**src/design/hut_pkg.sv**
```systemverilog
// ----------------------------------------------------------------------------
// hut_pkg: shared types and constants of the URL tokenizer
// Component and status codes, character constants, the command word passed
// from the front part to the back part, and the default-text tables.
// ----------------------------------------------------------------------------
`timescale 1ns / 1ps
`default_nettype none

package hut_pkg;

    // Depth of the command queue between front and back.
    localparam int Q_DEPTH = 4;

    // Delimiter characters.
    localparam logic [7:0] CH_SLASH = 8'h2F;
    localparam logic [7:0] CH_COLON = 8'h3A;
    localparam logic [7:0] CH_DOT   = 8'h2E;
    localparam logic [7:0] CH_QMARK = 8'h3F;
    localparam logic [7:0] CH_NL    = 8'h0A;
    localparam logic [7:0] CH_UP_A  = 8'h41;
    localparam logic [7:0] CH_UP_Z  = 8'h5A;
    localparam logic [7:0] CASE_OFS = 8'h20;

    // Scheme prefix match: lengths of "http" and "https", and the mismatch mark.
    localparam logic [2:0] MATCH_HTTP  = 3'd4;
    localparam logic [2:0] MATCH_HTTPS = 3'd5;
    localparam logic [2:0] MATCH_BAD   = 3'd7;

    // Length of the default path text, minus one.
    localparam logic [3:0] PATH_LAST = 4'd9;

    typedef enum logic [2:0] {
        COMP_SCHEME = 3'd0,
        COMP_HOST   = 3'd1,
        COMP_PORT   = 3'd2,
        COMP_PATH   = 3'd3,
        COMP_PARAMS = 3'd4,
        COMP_STATUS = 3'd5
    } t_comp;

    typedef enum logic [2:0] {
        ST_OK         = 3'd0,
        ST_NO_COLON   = 3'd1,
        ST_BAD_SCHEME = 3'd2,
        ST_NO_SLASH   = 3'd3,
        ST_HOST_OPEN  = 3'd4,
        ST_NO_DOT     = 3'd5,
        ST_BARE_SLASH = 3'd6
    } t_status;

    // Which default port text the back part must emit.
    typedef enum logic [1:0] {
        PK_NONE = 2'd0,
        PK_80   = 2'd1,
        PK_443  = 2'd2
    } t_port_kind;

    // One command: an optional character, then optionally the URL close.
    typedef struct packed {
        logic       has_char;
        t_comp      comp;
        logic [7:0] sym;
        logic       fin;
        t_port_kind port_kind;
        logic       path_default;
        t_status    status;
    } t_cmd;

    // Characters of "https", by matched prefix length.
    function automatic logic [7:0] scheme_char(input logic [2:0] idx);
        logic [7:0] ch;
        case (idx)
            3'd0:    ch = 8'h68;
            3'd1:    ch = 8'h74;
            3'd2:    ch = 8'h74;
            3'd3:    ch = 8'h70;
            default: ch = 8'h73;
        endcase
        return ch;
    endfunction

    // Characters of "index.html".
    function automatic logic [7:0] path_char(input logic [3:0] idx);
        logic [7:0] ch;
        case (idx)
            4'd0:    ch = 8'h69;
            4'd1:    ch = 8'h6E;
            4'd2:    ch = 8'h64;
            4'd3:    ch = 8'h65;
            4'd4:    ch = 8'h78;
            4'd5:    ch = 8'h2E;
            4'd6:    ch = 8'h68;
            4'd7:    ch = 8'h74;
            4'd8:    ch = 8'h6D;
            default: ch = 8'h6C;
        endcase
        return ch;
    endfunction

    // Characters of "80" or "443".
    function automatic logic [7:0] port_digit(input t_port_kind kind,
                                              input logic [1:0] idx);
        logic [7:0] ch;
        if (kind == PK_443) begin
            ch = (idx == 2'd2) ? 8'h33 : 8'h34;
        end else begin
            ch = (idx == 2'd0) ? 8'h38 : 8'h30;
        end
        return ch;
    endfunction

endpackage

`default_nettype wire

```
**src/design/hut_front.sv**
```systemverilog
// ----------------------------------------------------------------------------
// hut_front: character classifier of the URL tokenizer
// Tracks the URL phase, lowercases each character and turns it into one
// command word for the back part: an optional tagged character and the close.
// ----------------------------------------------------------------------------
`timescale 1ns / 1ps
`default_nettype none

module hut_front (
    input  wire logic          i_clk,
    input  wire logic          i_rst_n,
    input  wire logic          i_valid,
    output logic               o_ready,
    input  wire logic [7:0]    i_symbol_in,
    input  wire logic          i_end_of_url,
    input  wire logic          i_q_ready,
    output logic               o_push,
    output hut_pkg::t_cmd      o_cmd
);

    typedef enum logic [11:0] {
        PH_SCHEME    = 12'b0000_0000_0001,
        PH_SLASH1    = 12'b0000_0000_0010,
        PH_SLASH2    = 12'b0000_0000_0100,
        PH_HOSTSKIP  = 12'b0000_0000_1000,
        PH_HOST      = 12'b0000_0001_0000,
        PH_PORT      = 12'b0000_0010_0000,
        PH_PATHFIRST = 12'b0000_0100_0000,
        PH_PATHSKIP  = 12'b0000_1000_0000,
        PH_PATH      = 12'b0001_0000_0000,
        PH_PARAMS    = 12'b0010_0000_0000,
        PH_ERROR     = 12'b0100_0000_0000,
        PH_DISCARD   = 12'b1000_0000_0000
    } t_phase;

    t_phase           r_phase, n_phase;
    logic [2:0]       r_match, n_match;
    logic             r_secure, n_secure;
    logic             r_dot, n_dot;
    logic             r_port, n_port;
    logic             r_path, n_path;
    logic             r_prev, n_prev;
    hut_pkg::t_status r_err, n_err;

    logic             accept;
    logic [7:0]       lc;
    logic             do_host;
    logic             do_path;
    logic             fin;
    hut_pkg::t_cmd    cmd;

    assign o_ready = i_q_ready;
    assign accept  = i_valid && i_q_ready;

    // Lowercase only the letters A to Z.
    always_comb begin
        lc = i_symbol_in;
        if (i_symbol_in >= hut_pkg::CH_UP_A && i_symbol_in <= hut_pkg::CH_UP_Z) begin
            lc = i_symbol_in + hut_pkg::CASE_OFS;
        end
    end

    // Phase tracking and command build for one accepted character.
    always_comb begin
        n_phase  = r_phase;
        n_match  = r_match;
        n_secure = r_secure;
        n_dot    = r_dot;
        n_port   = r_port;
        n_path   = r_path;
        n_prev   = r_prev;
        n_err    = r_err;
        do_host  = 1'b0;
        do_path  = 1'b0;
        fin      = 1'b0;
        cmd      = '0;

        if (accept && r_phase == PH_DISCARD) begin
            // Skip the tail after a newline; a new URL starts after the last byte.
            if (i_end_of_url) begin
                n_phase  = PH_SCHEME;
                n_match  = '0;
                n_secure = 1'b0;
                n_dot    = 1'b0;
                n_port   = 1'b0;
                n_path   = 1'b0;
                n_prev   = 1'b0;
                n_err    = hut_pkg::ST_OK;
            end
        end else if (accept) begin
            if (lc == hut_pkg::CH_NL) begin
                fin = 1'b1;
            end else begin
                unique case (r_phase)
                    PH_SCHEME: begin
                        if (lc == hut_pkg::CH_COLON) begin
                            if (r_match == hut_pkg::MATCH_HTTP) begin
                                n_secure = 1'b0;
                                n_phase  = PH_SLASH1;
                            end else if (r_match == hut_pkg::MATCH_HTTPS) begin
                                n_secure = 1'b1;
                                n_phase  = PH_SLASH1;
                            end else begin
                                n_err   = hut_pkg::ST_BAD_SCHEME;
                                n_phase = PH_ERROR;
                            end
                        end else begin
                            if (r_match < hut_pkg::MATCH_HTTPS
                                && hut_pkg::scheme_char(r_match) == lc) begin
                                n_match = r_match + 3'd1;
                            end else begin
                                n_match = hut_pkg::MATCH_BAD;
                            end
                            cmd.has_char = 1'b1;
                            cmd.comp     = hut_pkg::COMP_SCHEME;
                        end
                    end
                    PH_SLASH1: begin
                        if (lc == hut_pkg::CH_SLASH) begin
                            n_phase = PH_SLASH2;
                        end else begin
                            n_err   = hut_pkg::ST_NO_SLASH;
                            n_phase = PH_ERROR;
                        end
                    end
                    PH_SLASH2: begin
                        if (lc == hut_pkg::CH_SLASH) begin
                            n_phase = PH_HOSTSKIP;
                        end else begin
                            n_err   = hut_pkg::ST_NO_SLASH;
                            n_phase = PH_ERROR;
                        end
                    end
                    PH_HOSTSKIP: begin
                        do_host = (lc != hut_pkg::CH_SLASH);
                    end
                    PH_HOST: begin
                        do_host = 1'b1;
                    end
                    PH_PORT: begin
                        if (lc == hut_pkg::CH_SLASH) begin
                            n_phase = PH_PATHFIRST;
                        end else begin
                            cmd.has_char = 1'b1;
                            cmd.comp     = hut_pkg::COMP_PORT;
                        end
                    end
                    PH_PATHFIRST, PH_PATHSKIP: begin
                        if (lc == hut_pkg::CH_SLASH) begin
                            n_phase = PH_PATHSKIP;
                        end else begin
                            do_path = 1'b1;
                        end
                    end
                    PH_PATH: begin
                        do_path = 1'b1;
                    end
                    PH_PARAMS: begin
                        cmd.has_char = 1'b1;
                        cmd.comp     = hut_pkg::COMP_PARAMS;
                    end
                    PH_ERROR, PH_DISCARD: begin
                    end
                    default: begin
                    end
                endcase

                // Host characters end at a colon or a slash.
                if (do_host) begin
                    if (lc == hut_pkg::CH_COLON || lc == hut_pkg::CH_SLASH) begin
                        if (!r_dot) begin
                            n_err   = hut_pkg::ST_NO_DOT;
                            n_phase = PH_ERROR;
                        end else if (lc == hut_pkg::CH_COLON) begin
                            n_port  = 1'b1;
                            n_phase = PH_PORT;
                        end else begin
                            n_phase = PH_PATHFIRST;
                        end
                    end else begin
                        if (lc == hut_pkg::CH_DOT) begin
                            n_dot = 1'b1;
                        end
                        n_phase      = PH_HOST;
                        cmd.has_char = 1'b1;
                        cmd.comp     = hut_pkg::COMP_HOST;
                    end
                end

                // Path characters: a question mark opens the params, slashes collapse.
                if (do_path) begin
                    n_path = 1'b1;
                    if (lc == hut_pkg::CH_QMARK) begin
                        n_phase = PH_PARAMS;
                    end else begin
                        n_phase = PH_PATH;
                        if (lc == hut_pkg::CH_SLASH) begin
                            if (!r_prev) begin
                                cmd.has_char = 1'b1;
                                cmd.comp     = hut_pkg::COMP_PATH;
                            end
                            n_prev = 1'b1;
                        end else begin
                            n_prev       = 1'b0;
                            cmd.has_char = 1'b1;
                            cmd.comp     = hut_pkg::COMP_PATH;
                        end
                    end
                end

                fin = i_end_of_url;
            end

            cmd.sym = lc;

            // Close the URL: late errors, defaults and status, then a clean state.
            if (fin) begin
                if (n_phase == PH_SCHEME) begin
                    n_err = hut_pkg::ST_NO_COLON;
                end else if (n_phase == PH_SLASH1 || n_phase == PH_SLASH2) begin
                    n_err = hut_pkg::ST_NO_SLASH;
                end else if (n_phase == PH_HOSTSKIP || n_phase == PH_HOST) begin
                    n_err = hut_pkg::ST_HOST_OPEN;
                end else if (n_phase == PH_PATHFIRST) begin
                    n_err = hut_pkg::ST_BARE_SLASH;
                end
                cmd.fin    = 1'b1;
                cmd.status = n_err;
                if (n_err == hut_pkg::ST_OK && !n_port) begin
                    cmd.port_kind = n_secure ? hut_pkg::PK_443 : hut_pkg::PK_80;
                end else begin
                    cmd.port_kind = hut_pkg::PK_NONE;
                end
                cmd.path_default = (n_err == hut_pkg::ST_OK) && !n_path;

                n_phase  = (lc == hut_pkg::CH_NL && !i_end_of_url) ? PH_DISCARD : PH_SCHEME;
                n_match  = '0;
                n_secure = 1'b0;
                n_dot    = 1'b0;
                n_port   = 1'b0;
                n_path   = 1'b0;
                n_prev   = 1'b0;
                n_err    = hut_pkg::ST_OK;
            end
        end
    end

    // Phase and flag registers.
    always_ff @(posedge i_clk) begin
        if (!i_rst_n) begin
            r_phase  <= PH_SCHEME;
            r_match  <= '0;
            r_secure <= 1'b0;
            r_dot    <= 1'b0;
            r_port   <= 1'b0;
            r_path   <= 1'b0;
            r_prev   <= 1'b0;
            r_err    <= hut_pkg::ST_OK;
        end else begin
            r_phase  <= n_phase;
            r_match  <= n_match;
            r_secure <= n_secure;
            r_dot    <= n_dot;
            r_port   <= n_port;
            r_path   <= n_path;
            r_prev   <= n_prev;
            r_err    <= n_err;
        end
    end

    // Only commands that produce output are queued.
    assign o_push = accept && (cmd.has_char || cmd.fin);
    assign o_cmd  = cmd;

endmodule

`default_nettype wire

```
**src/design/hut_queue.sv**
```systemverilog
// ----------------------------------------------------------------------------
// hut_queue: command queue between front and back
// A small register FIFO so that the front keeps taking characters while the
// back is still emitting the defaults of an earlier URL.
// ----------------------------------------------------------------------------
`timescale 1ns / 1ps
`default_nettype none

module hut_queue (
    input  wire logic          i_clk,
    input  wire logic          i_rst_n,
    input  wire logic          i_push,
    input  hut_pkg::t_cmd      i_cmd,
    output logic               o_not_full,
    input  wire logic          i_pop,
    output logic               o_not_empty,
    output hut_pkg::t_cmd      o_cmd
);

    localparam int PtrW = $clog2(hut_pkg::Q_DEPTH);
    localparam int CntW = $clog2(hut_pkg::Q_DEPTH + 1);

    hut_pkg::t_cmd  r_mem [hut_pkg::Q_DEPTH];
    logic [PtrW-1:0] r_wr, r_rd;
    logic [CntW-1:0] r_cnt;
    logic            do_push, do_pop;

    assign o_not_full  = (r_cnt != CntW'(hut_pkg::Q_DEPTH));
    assign o_not_empty = (r_cnt != '0);
    assign do_push     = i_push && o_not_full;
    assign do_pop      = i_pop && o_not_empty;
    assign o_cmd       = r_mem[r_rd];

    // Storage; entries need no reset.
    always_ff @(posedge i_clk) begin
        if (do_push) begin
            r_mem[r_wr] <= i_cmd;
        end
    end

    // Pointers and fill count.
    always_ff @(posedge i_clk) begin
        if (!i_rst_n) begin
            r_wr  <= '0;
            r_rd  <= '0;
            r_cnt <= '0;
        end else begin
            if (do_push) begin
                r_wr <= (r_wr == PtrW'(hut_pkg::Q_DEPTH - 1)) ? '0 : r_wr + 1'b1;
            end
            if (do_pop) begin
                r_rd <= (r_rd == PtrW'(hut_pkg::Q_DEPTH - 1)) ? '0 : r_rd + 1'b1;
            end
            if (do_push && !do_pop) begin
                r_cnt <= r_cnt + 1'b1;
            end else if (do_pop && !do_push) begin
                r_cnt <= r_cnt - 1'b1;
            end
        end
    end

endmodule

`default_nettype wire

```
**src/design/hut_back.sv**
```systemverilog
// ----------------------------------------------------------------------------
// hut_back: result sequencer of the URL tokenizer
// Expands each command into result transactions: the character, the default
// port and path text, and the status item, one per cycle into an output register unless stalled.
// ----------------------------------------------------------------------------
`timescale 1ns / 1ps
`default_nettype none

module hut_back (
    input  wire logic          i_clk,
    input  wire logic          i_rst_n,
    input  wire logic          i_q_not_empty,
    input  hut_pkg::t_cmd      i_q_cmd,
    output logic               o_q_pop,
    output logic               o_valid,
    input  wire logic          i_ready,
    output logic [2:0]         o_component,
    output logic [7:0]         o_out_symbol,
    output logic               o_has_symbol,
    output logic [2:0]         o_status,
    output logic               o_final_item
);

    typedef enum logic [3:0] {
        S_CHAR = 4'b0001,
        S_PORT = 4'b0010,
        S_PATH = 4'b0100,
        S_STAT = 4'b1000
    } t_sub;

    hut_pkg::t_cmd r_cmd;
    logic          r_act;
    t_sub          r_sub, n_sub;
    logic [3:0]    r_idx, n_idx;
    logic          r_ovalid;

    logic          load;
    logic          last_item;
    logic [2:0]    cur_comp;
    logic [7:0]    cur_sym;
    logic          cur_has;
    logic [2:0]    cur_status;
    logic          cur_final;

    // First step of the close sequence of a command.
    function automatic t_sub fin_start(input hut_pkg::t_cmd c);
        t_sub s;
        if (c.port_kind != hut_pkg::PK_NONE) begin
            s = S_PORT;
        end else if (c.path_default) begin
            s = S_PATH;
        end else begin
            s = S_STAT;
        end
        return s;
    endfunction

    function automatic t_sub cmd_start(input hut_pkg::t_cmd c);
        return c.has_char ? S_CHAR : fin_start(c);
    endfunction

    assign load      = r_act && (!r_ovalid || i_ready);
    assign last_item = (r_sub == S_STAT) || (r_sub == S_CHAR && !r_cmd.fin);
    assign o_q_pop   = i_q_not_empty && (!r_act || (load && last_item));

    // Current result item and the step after it.
    always_comb begin
        cur_comp   = r_cmd.comp;
        cur_sym    = r_cmd.sym;
        cur_has    = 1'b1;
        cur_status = hut_pkg::ST_OK;
        cur_final  = 1'b0;
        n_sub      = r_sub;
        n_idx      = r_idx;
        unique case (r_sub)
            S_CHAR: begin
                n_sub = fin_start(r_cmd);
                n_idx = '0;
            end
            S_PORT: begin
                cur_comp = hut_pkg::COMP_PORT;
                cur_sym  = hut_pkg::port_digit(r_cmd.port_kind, r_idx[1:0]);
                if ((r_cmd.port_kind == hut_pkg::PK_443 && r_idx == 4'd2)
                    || (r_cmd.port_kind != hut_pkg::PK_443 && r_idx == 4'd1)) begin
                    n_sub = r_cmd.path_default ? S_PATH : S_STAT;
                    n_idx = '0;
                end else begin
                    n_idx = r_idx + 4'd1;
                end
            end
            S_PATH: begin
                cur_comp = hut_pkg::COMP_PATH;
                cur_sym  = hut_pkg::path_char(r_idx);
                if (r_idx == hut_pkg::PATH_LAST) begin
                    n_sub = S_STAT;
                    n_idx = '0;
                end else begin
                    n_idx = r_idx + 4'd1;
                end
            end
            S_STAT: begin
                cur_comp   = hut_pkg::COMP_STATUS;
                cur_sym    = '0;
                cur_has    = 1'b0;
                cur_status = r_cmd.status;
                cur_final  = 1'b1;
            end
            default: begin
            end
        endcase
    end

    // Command register and sequencing.
    always_ff @(posedge i_clk) begin
        if (!i_rst_n) begin
            r_act <= 1'b0;
            r_sub <= S_CHAR;
            r_idx <= '0;
        end else if (o_q_pop) begin
            r_act <= 1'b1;
            r_sub <= cmd_start(i_q_cmd);
            r_idx <= '0;
        end else if (load) begin
            if (last_item) begin
                r_act <= 1'b0;
            end
            r_sub <= n_sub;
            r_idx <= n_idx;
        end
    end

    always_ff @(posedge i_clk) begin
        if (o_q_pop) begin
            r_cmd <= i_q_cmd;
        end
    end

    // Output register.
    always_ff @(posedge i_clk) begin
        if (!i_rst_n) begin
            r_ovalid <= 1'b0;
        end else if (load) begin
            r_ovalid <= 1'b1;
        end else if (i_ready) begin
            r_ovalid <= 1'b0;
        end
    end

    always_ff @(posedge i_clk) begin
        if (load) begin
            o_component  <= cur_comp;
            o_out_symbol <= cur_sym;
            o_has_symbol <= cur_has;
            o_status     <= cur_status;
            o_final_item <= cur_final;
        end
    end

    assign o_valid = r_ovalid;

endmodule

`default_nettype wire

```
**src/design/http_url_tokenizer.sv**
```systemverilog
// A result passes the queue entry, the command register and the output register
// after its character is accepted. Throughput: one character per cycle while each
// yields at most one result and nothing stalls; the back sequencer emits one result per
// cycle unless stalled, and the 4-entry command queue absorbs a URL close with defaults.
// Reset: synchronous, active low; clears phase, flags, queue and output valid.
// ----------------------------------------------------------------------------
// http_url_tokenizer: streaming http/https URL tokenizer
// Front classifier, command queue and back result sequencer.
// ----------------------------------------------------------------------------
`timescale 1ns / 1ps
`default_nettype none

module http_url_tokenizer (
    input  wire logic       i_clk,
    input  wire logic       i_rst_n,
    input  wire logic       i_valid,
    output logic            o_ready,
    input  wire logic [7:0] i_symbol_in,
    input  wire logic       i_end_of_url,
    output logic            o_valid,
    input  wire logic       i_ready,
    output logic [2:0]      o_component,
    output logic [7:0]      o_out_symbol,
    output logic            o_has_symbol,
    output logic [2:0]      o_status,
    output logic            o_final_item
);

    logic          q_not_full;
    logic          q_not_empty;
    logic          push;
    logic          pop;
    hut_pkg::t_cmd push_cmd;
    hut_pkg::t_cmd head_cmd;

    // Classify characters into commands.
    hut_front u_front (
        .i_clk        (i_clk),
        .i_rst_n      (i_rst_n),
        .i_valid      (i_valid),
        .o_ready      (o_ready),
        .i_symbol_in  (i_symbol_in),
        .i_end_of_url (i_end_of_url),
        .i_q_ready    (q_not_full),
        .o_push       (push),
        .o_cmd        (push_cmd)
    );

    // Decouple the two sides.
    hut_queue u_queue (
        .i_clk       (i_clk),
        .i_rst_n     (i_rst_n),
        .i_push      (push),
        .i_cmd       (push_cmd),
        .o_not_full  (q_not_full),
        .i_pop       (pop),
        .o_not_empty (q_not_empty),
        .o_cmd       (head_cmd)
    );

    // Expand commands into result transactions.
    hut_back u_back (
        .i_clk         (i_clk),
        .i_rst_n       (i_rst_n),
        .i_q_not_empty (q_not_empty),
        .i_q_cmd       (head_cmd),
        .o_q_pop       (pop),
        .o_valid       (o_valid),
        .i_ready       (i_ready),
        .o_component   (o_component),
        .o_out_symbol  (o_out_symbol),
        .o_has_symbol  (o_has_symbol),
        .o_status      (o_status),
        .o_final_item  (o_final_item)
    );

endmodule

`default_nettype wire

```
**config.mk**
```make
export PLATFORM = sky130hd
export DESIGN_NAME = http_url_tokenizer
export DESIGN_NICKNAME = d
export VERILOG_FILES = /design/src/design/hut_pkg.sv /design/src/design/hut_front.sv /design/src/design/hut_queue.sv /design/src/design/hut_back.sv /design/src/design/http_url_tokenizer.sv
export SDC_FILE = /design/constraint.sdc
export NUM_CORES = 1
export LEC_CHECK = 0
export BUFFER_PORTS_ARGS = -buffer_cell sky130_fd_sc_hd__buf_2
export CAP_MARGIN = 10
export CORE_UTILIZATION = 60
export DETAILED_ROUTE_END_ITERATION = 12
export GPL_TIMING_DRIVEN = 0
export PLACE_DENSITY = 0.85
export SETUP_SLACK_MARGIN = 0.05
export SLEW_MARGIN = 20
export SYNTH_ARGS = -nofsm -noshare
export SYNTH_HDL_FRONTEND = slang
export SYNTH_SLANG_ARGS = --single-unit
```
**constraint.sdc**
```tcl
create_clock -name i_clk -period 9 [get_ports i_clk]
set_input_delay 1.35 -clock i_clk [delete_from_list [all_inputs] [get_ports i_clk]]
set_output_delay 1.35 -clock i_clk [all_outputs]
set_load 0.05 [all_outputs]
```
==> results.sh <==
export IMPL_hold_depth=1
export IMPL_gp_congestion=0.9767
export IMPL_r2r_end="u_queue.r_cnt[2]"
export IMPL_start_util_pct=62.01
export IMPL_vias=5944
export IMPL_die_y_um=116.4
export IMPL_die_x_um=116.4
export IMPL_required_ns=9.36
export IMPL_setup_violations=0
export IMPL_criticalPathCategory="in2reg"
export IMPL_cts_clk_slew_worst_paths_ns=0.06
export IMPL_clock_sinks=158
export IMPL_routed_wl_um=19240
export IMPL_reg2regPathDepth=14
export IMPL_vdd_drop_max_v=0.0001542
export IMPL_grt_max_degree=23
export IMPL_tns_ns=0
export IMPL_clock_path_buffers=2
export IMPL_cts_resized=0
export IMPL_fin_crit_ns=5.301
export IMPL_areaGrowthSynthToFinish_pct=12.37
export IMPL_r2r_start="u_front.r_phase[3]"
export IMPL_p_leak_nw=3.224
export IMPL_hold_path_endpoint="u_back.o_valid"
export IMPL_hold_slack_ns=0.4971
export IMPL_cp_end_kind="flip-flop"
export IMPL_synthAdderAreaFrac_pct=3.439
export IMPL_io_pins=31
export IMPL_synth_edf_count=110
export IMPL_final_core_util_pct=69.69
export IMPL_dp_cells=898
export IMPL_synth_xor_area_share_pct=1.561
export IMPL_cts_buffers=17
export IMPL_ctsHoldBuffers=0
export IMPL_synth_ff_type="edfxtp_1"
export IMPL_status="completed"
export IMPL_drc=0
export IMPL_synth_top_family_by_area="simple AND/OR/NAND/NOR gates"
export IMPL_syn_cell_area_sq_um=7858
export IMPL_io_buffers=28
export IMPL_wire_per_inst_um=20.69
export IMPL_maxCapViolCount=0
export IMPL_die_area_sq_um=13560
export IMPL_rows=41
export IMPL_synthSimpleGateAreaFrac_pct=18.74
export IMPL_ant_nets=0
export IMPL_netlist_instances=698
export IMPL_hold_viol=0
export IMPL_antenna_found_initial=0
export IMPL_post_route_period_util_pct=58.90
export IMPL_drt_iter0_drc=649
export IMPL_fmax_mhz=188.6
export IMPL_startpoint_type="input port"
export IMPL_final_cells=930
export IMPL_drive_gt1_share_pct=14.91
export IMPL_arrival_ns=5.66
export IMPL_track_usage_pct=30.62
export IMPL_reg2reg_slack_ns=4.58
export IMPL_cts_tree="built"
export IMPL_ys_seq_area_share_pct=54.27
export IMPL_hp_start="u_back.r_act"
export IMPL_muxShareOfSynthArea_pct=6.226
export IMPL_power_density_nw_per_um2=272.0
export IMPL_hold_class="reg2reg"
export IMPL_p_total_mw=2.402
export IMPL_vias_per_cell=6.391
export IMPL_syn_nets=732
export IMPL_yosys_warnings=0
export IMPL_insertion_delay_ns=0.43
export IMPL_root_buffer="clkbuf_16"
export IMPL_drtPass1Iterations=6
export IMPL_synth_compound_area_share_pct=12.77
export IMPL_grt_pass1_vias=5660
export IMPL_h_tree_depth=4
export IMPL_dp_hpwl_um=13800
export IMPL_max_slew_margin_rel_pct=34.31
export IMPL_worst_pin_slew_ns=0.9854
export IMPL_worstPathMaxFanout=10
export IMPL_synth_seq_cells=158
export IMPL_final_nets=779
export IMPL_async_reset_ff_share_pct=0
export IMPL_slew_viol_final=0
export IMPL_avgSynthCellArea_sq_um=11.26
export IMPL_finClkSkew_ns=0.007095
export IMPL_num_antenna_cells=0
export IMPL_coreArea_sq_um=12670
export IMPL_grt_overflow=0
export IMPL_ys_types=79
export IMPL_grt_pass1_wl_um=29970
export IMPL_fillers=908
export IMPL_rsz0062_at_grt="false"
export IMPL_cts_setup_buffers=0
## metrics by stage
step	area (sq um)	setup WS, ns
after global placement	8213	3.346
after floorplan	7858	4.203
after CTS	8830	3.728
after global routing	8830	3.360
after detailed placement	8225	3.321
final	8830	3.699
## worst max-delay path by stage
| stage | start | endpoint | slack, ns | cells past startpoint |
|---|---|---|---|---|
| after detailed placement | i_symbol_in[0] | u_queue.r_cnt[2] | 3.32 | 13 |
| after CTS | i_symbol_in[0] | u_queue.r_cnt[2] | 3.73 | 13 |
| after global routing | i_symbol_in[0] | u_queue.r_cnt[2] | 3.36 | 13 |
| after floorplan | i_symbol_in[2] | u_queue.r_cnt[2] | 4.20 | 13 |
| final | i_symbol_in[0] | u_queue.r_cnt[2] | 3.70 | 13 |
| after global placement | i_symbol_in[0] | u_queue.r_cnt[2] | 3.35 | 13 |
## sequential cells by signal (all words and copies together) (netlist names), 2 cells and up, named ones only
register / cells
u_queue.r_mem: 76
u_back.r_idx: 4
u_queue.r_cnt: 3
u_back.o_status: 3
u_queue.r_wr: 2
u_queue.r_rd: 2
u_back.r_sub: 4
u_back.o_out_symbol: 8
u_back.o_component: 3
u_front.r_phase: 12
u_front.r_match: 3
u_back.r_cmd: 18
u_front.r_err: 3
## power breakdown
group | internal [mW] | leakage [nW] | switching (mW)
combinational | 0.228 | 1.53 | 0.423
clock | 0.418 | 0.293 | 0.307
sequential | 0.966 | 1.40 | 0.0603
total | 1.61 | 3.22 | 0.790
## cell usage in the layout (no fill, tap or decap), types with 11 or more instances in the layout
| master | netlist | routed |
|---|---|---|
| clkbuf_1 | 21 | 21 |
| ha_1 | 20 | 20 |
| and2_1 | 17 | 17 |
| nor4_1 | 13 | 11 |
| edfxtp_1 | 110 | 110 |
| clkbuf_16 | 0 | 17 |
| nand2_1 | 54 | 54 |
| a21boi_0 | 11 | 11 |
| inv_1 | 27 | 27 |
| a21oi_1 | 28 | 28 |
| buf_2 | 5 | 33 |
| nor3_1 | 19 | 19 |
| dfxtp_1 | 48 | 48 |
| nor2b_1 | 17 | 17 |
| nor2_1 | 71 | 71 |
| mux4_2 | 19 | 19 |
| o21ai_0 | 41 | 41 |
| nand3_1 | 12 | 12 |
## final cells by class
| cell class | count | area [sq um] | area share (%) |
|---|---|---|---|
| Clock buffer | 17 | 425.4 | 4.818 |
| Tap cell | 172 | 215.2 | 2.437 |
| Inverter | 27 | 101.3 | 1.148 |
| Multi-Input combinational cell | 483 | 3371 | 38.17 |
| Timing Repair Buffer | 28 | 140.1 | 1.587 |
| Sequential cell | 158 | 4264 | 48.29 |
| Clock inverter | 15 | 178.9 | 2.026 |
| Buffer | 30 | 133.9 | 1.516 |
## critical path, stage by stage
cell,delay [ns]
clkbuf_1,0.20
or3_1,0.39
clkbuf_1,0.16
nor4_2,0.69
clkbuf_1,0.50
o21ai_0,0.27
a41oi_1,0.65
ha_1,0.31
inv_1,0.07
fa_1,0.43
xor2_1,0.17
or3_1,0.29
a21boi_0,0.16
## kinds of logic after synthesis
group                    count (synthesis)
AO/OA/AOI/OAI                          147
buffers and inverters                   57
multiplexers                            25
AND/OR/NAND/NOR                        276
adder cells (fa/ha/maj)                 21
XOR/XNOR                                14
flip-flops                             158
## layer usage
metal / wire [um] / global-route usage (%)
met1: 7279 / 35.48
met2: 9853 / 53.49
met3: 1223 / 5.656
met4: 881 / 17.35
met5: 0 / 0
## synth_stat cells, types with 3 or more instances
cell	number	area, sq um
mux4_2	19	427.9
a22oi_1	3	22.52
nor2b_1	17	106.4
inv_1	27	101.4
or3_1	6	37.54
o21a_1	6	45.04
mux2i_1	5	50.05
a21boi_0	11	82.58
and2_1	17	106.4
nor4_1	13	81.33
nand3b_1	5	37.54
o31ai_1	5	37.54
a21oi_1	28	140.1
or4_1	4	30.03
dfxtp_1	48	960.9
nand4_1	9	56.30
or2_2	4	25.02
a31oi_1	6	37.54
edfxtp_1	110	3303
o41ai_1	3	26.28
o21ai_0	41	205.2
nor3_1	19	95.09
nor2_1	71	266.5
ha_1	20	250.2
nor4b_1	6	52.55
nand3_1	12	60.06
o22ai_1	3	18.77
nand2b_1	7	43.79
xor2_1	8	70.07
buf_2	5	25.02
and3_1	10	62.56
a221o_1	5	50.05
a32oi_1	4	35.03
nand2_1	54	202.7
clkbuf_1	21	78.83
o21ai_1	4	20.02
xnor2_1	6	52.55
(Power assumes the default switching activity.)
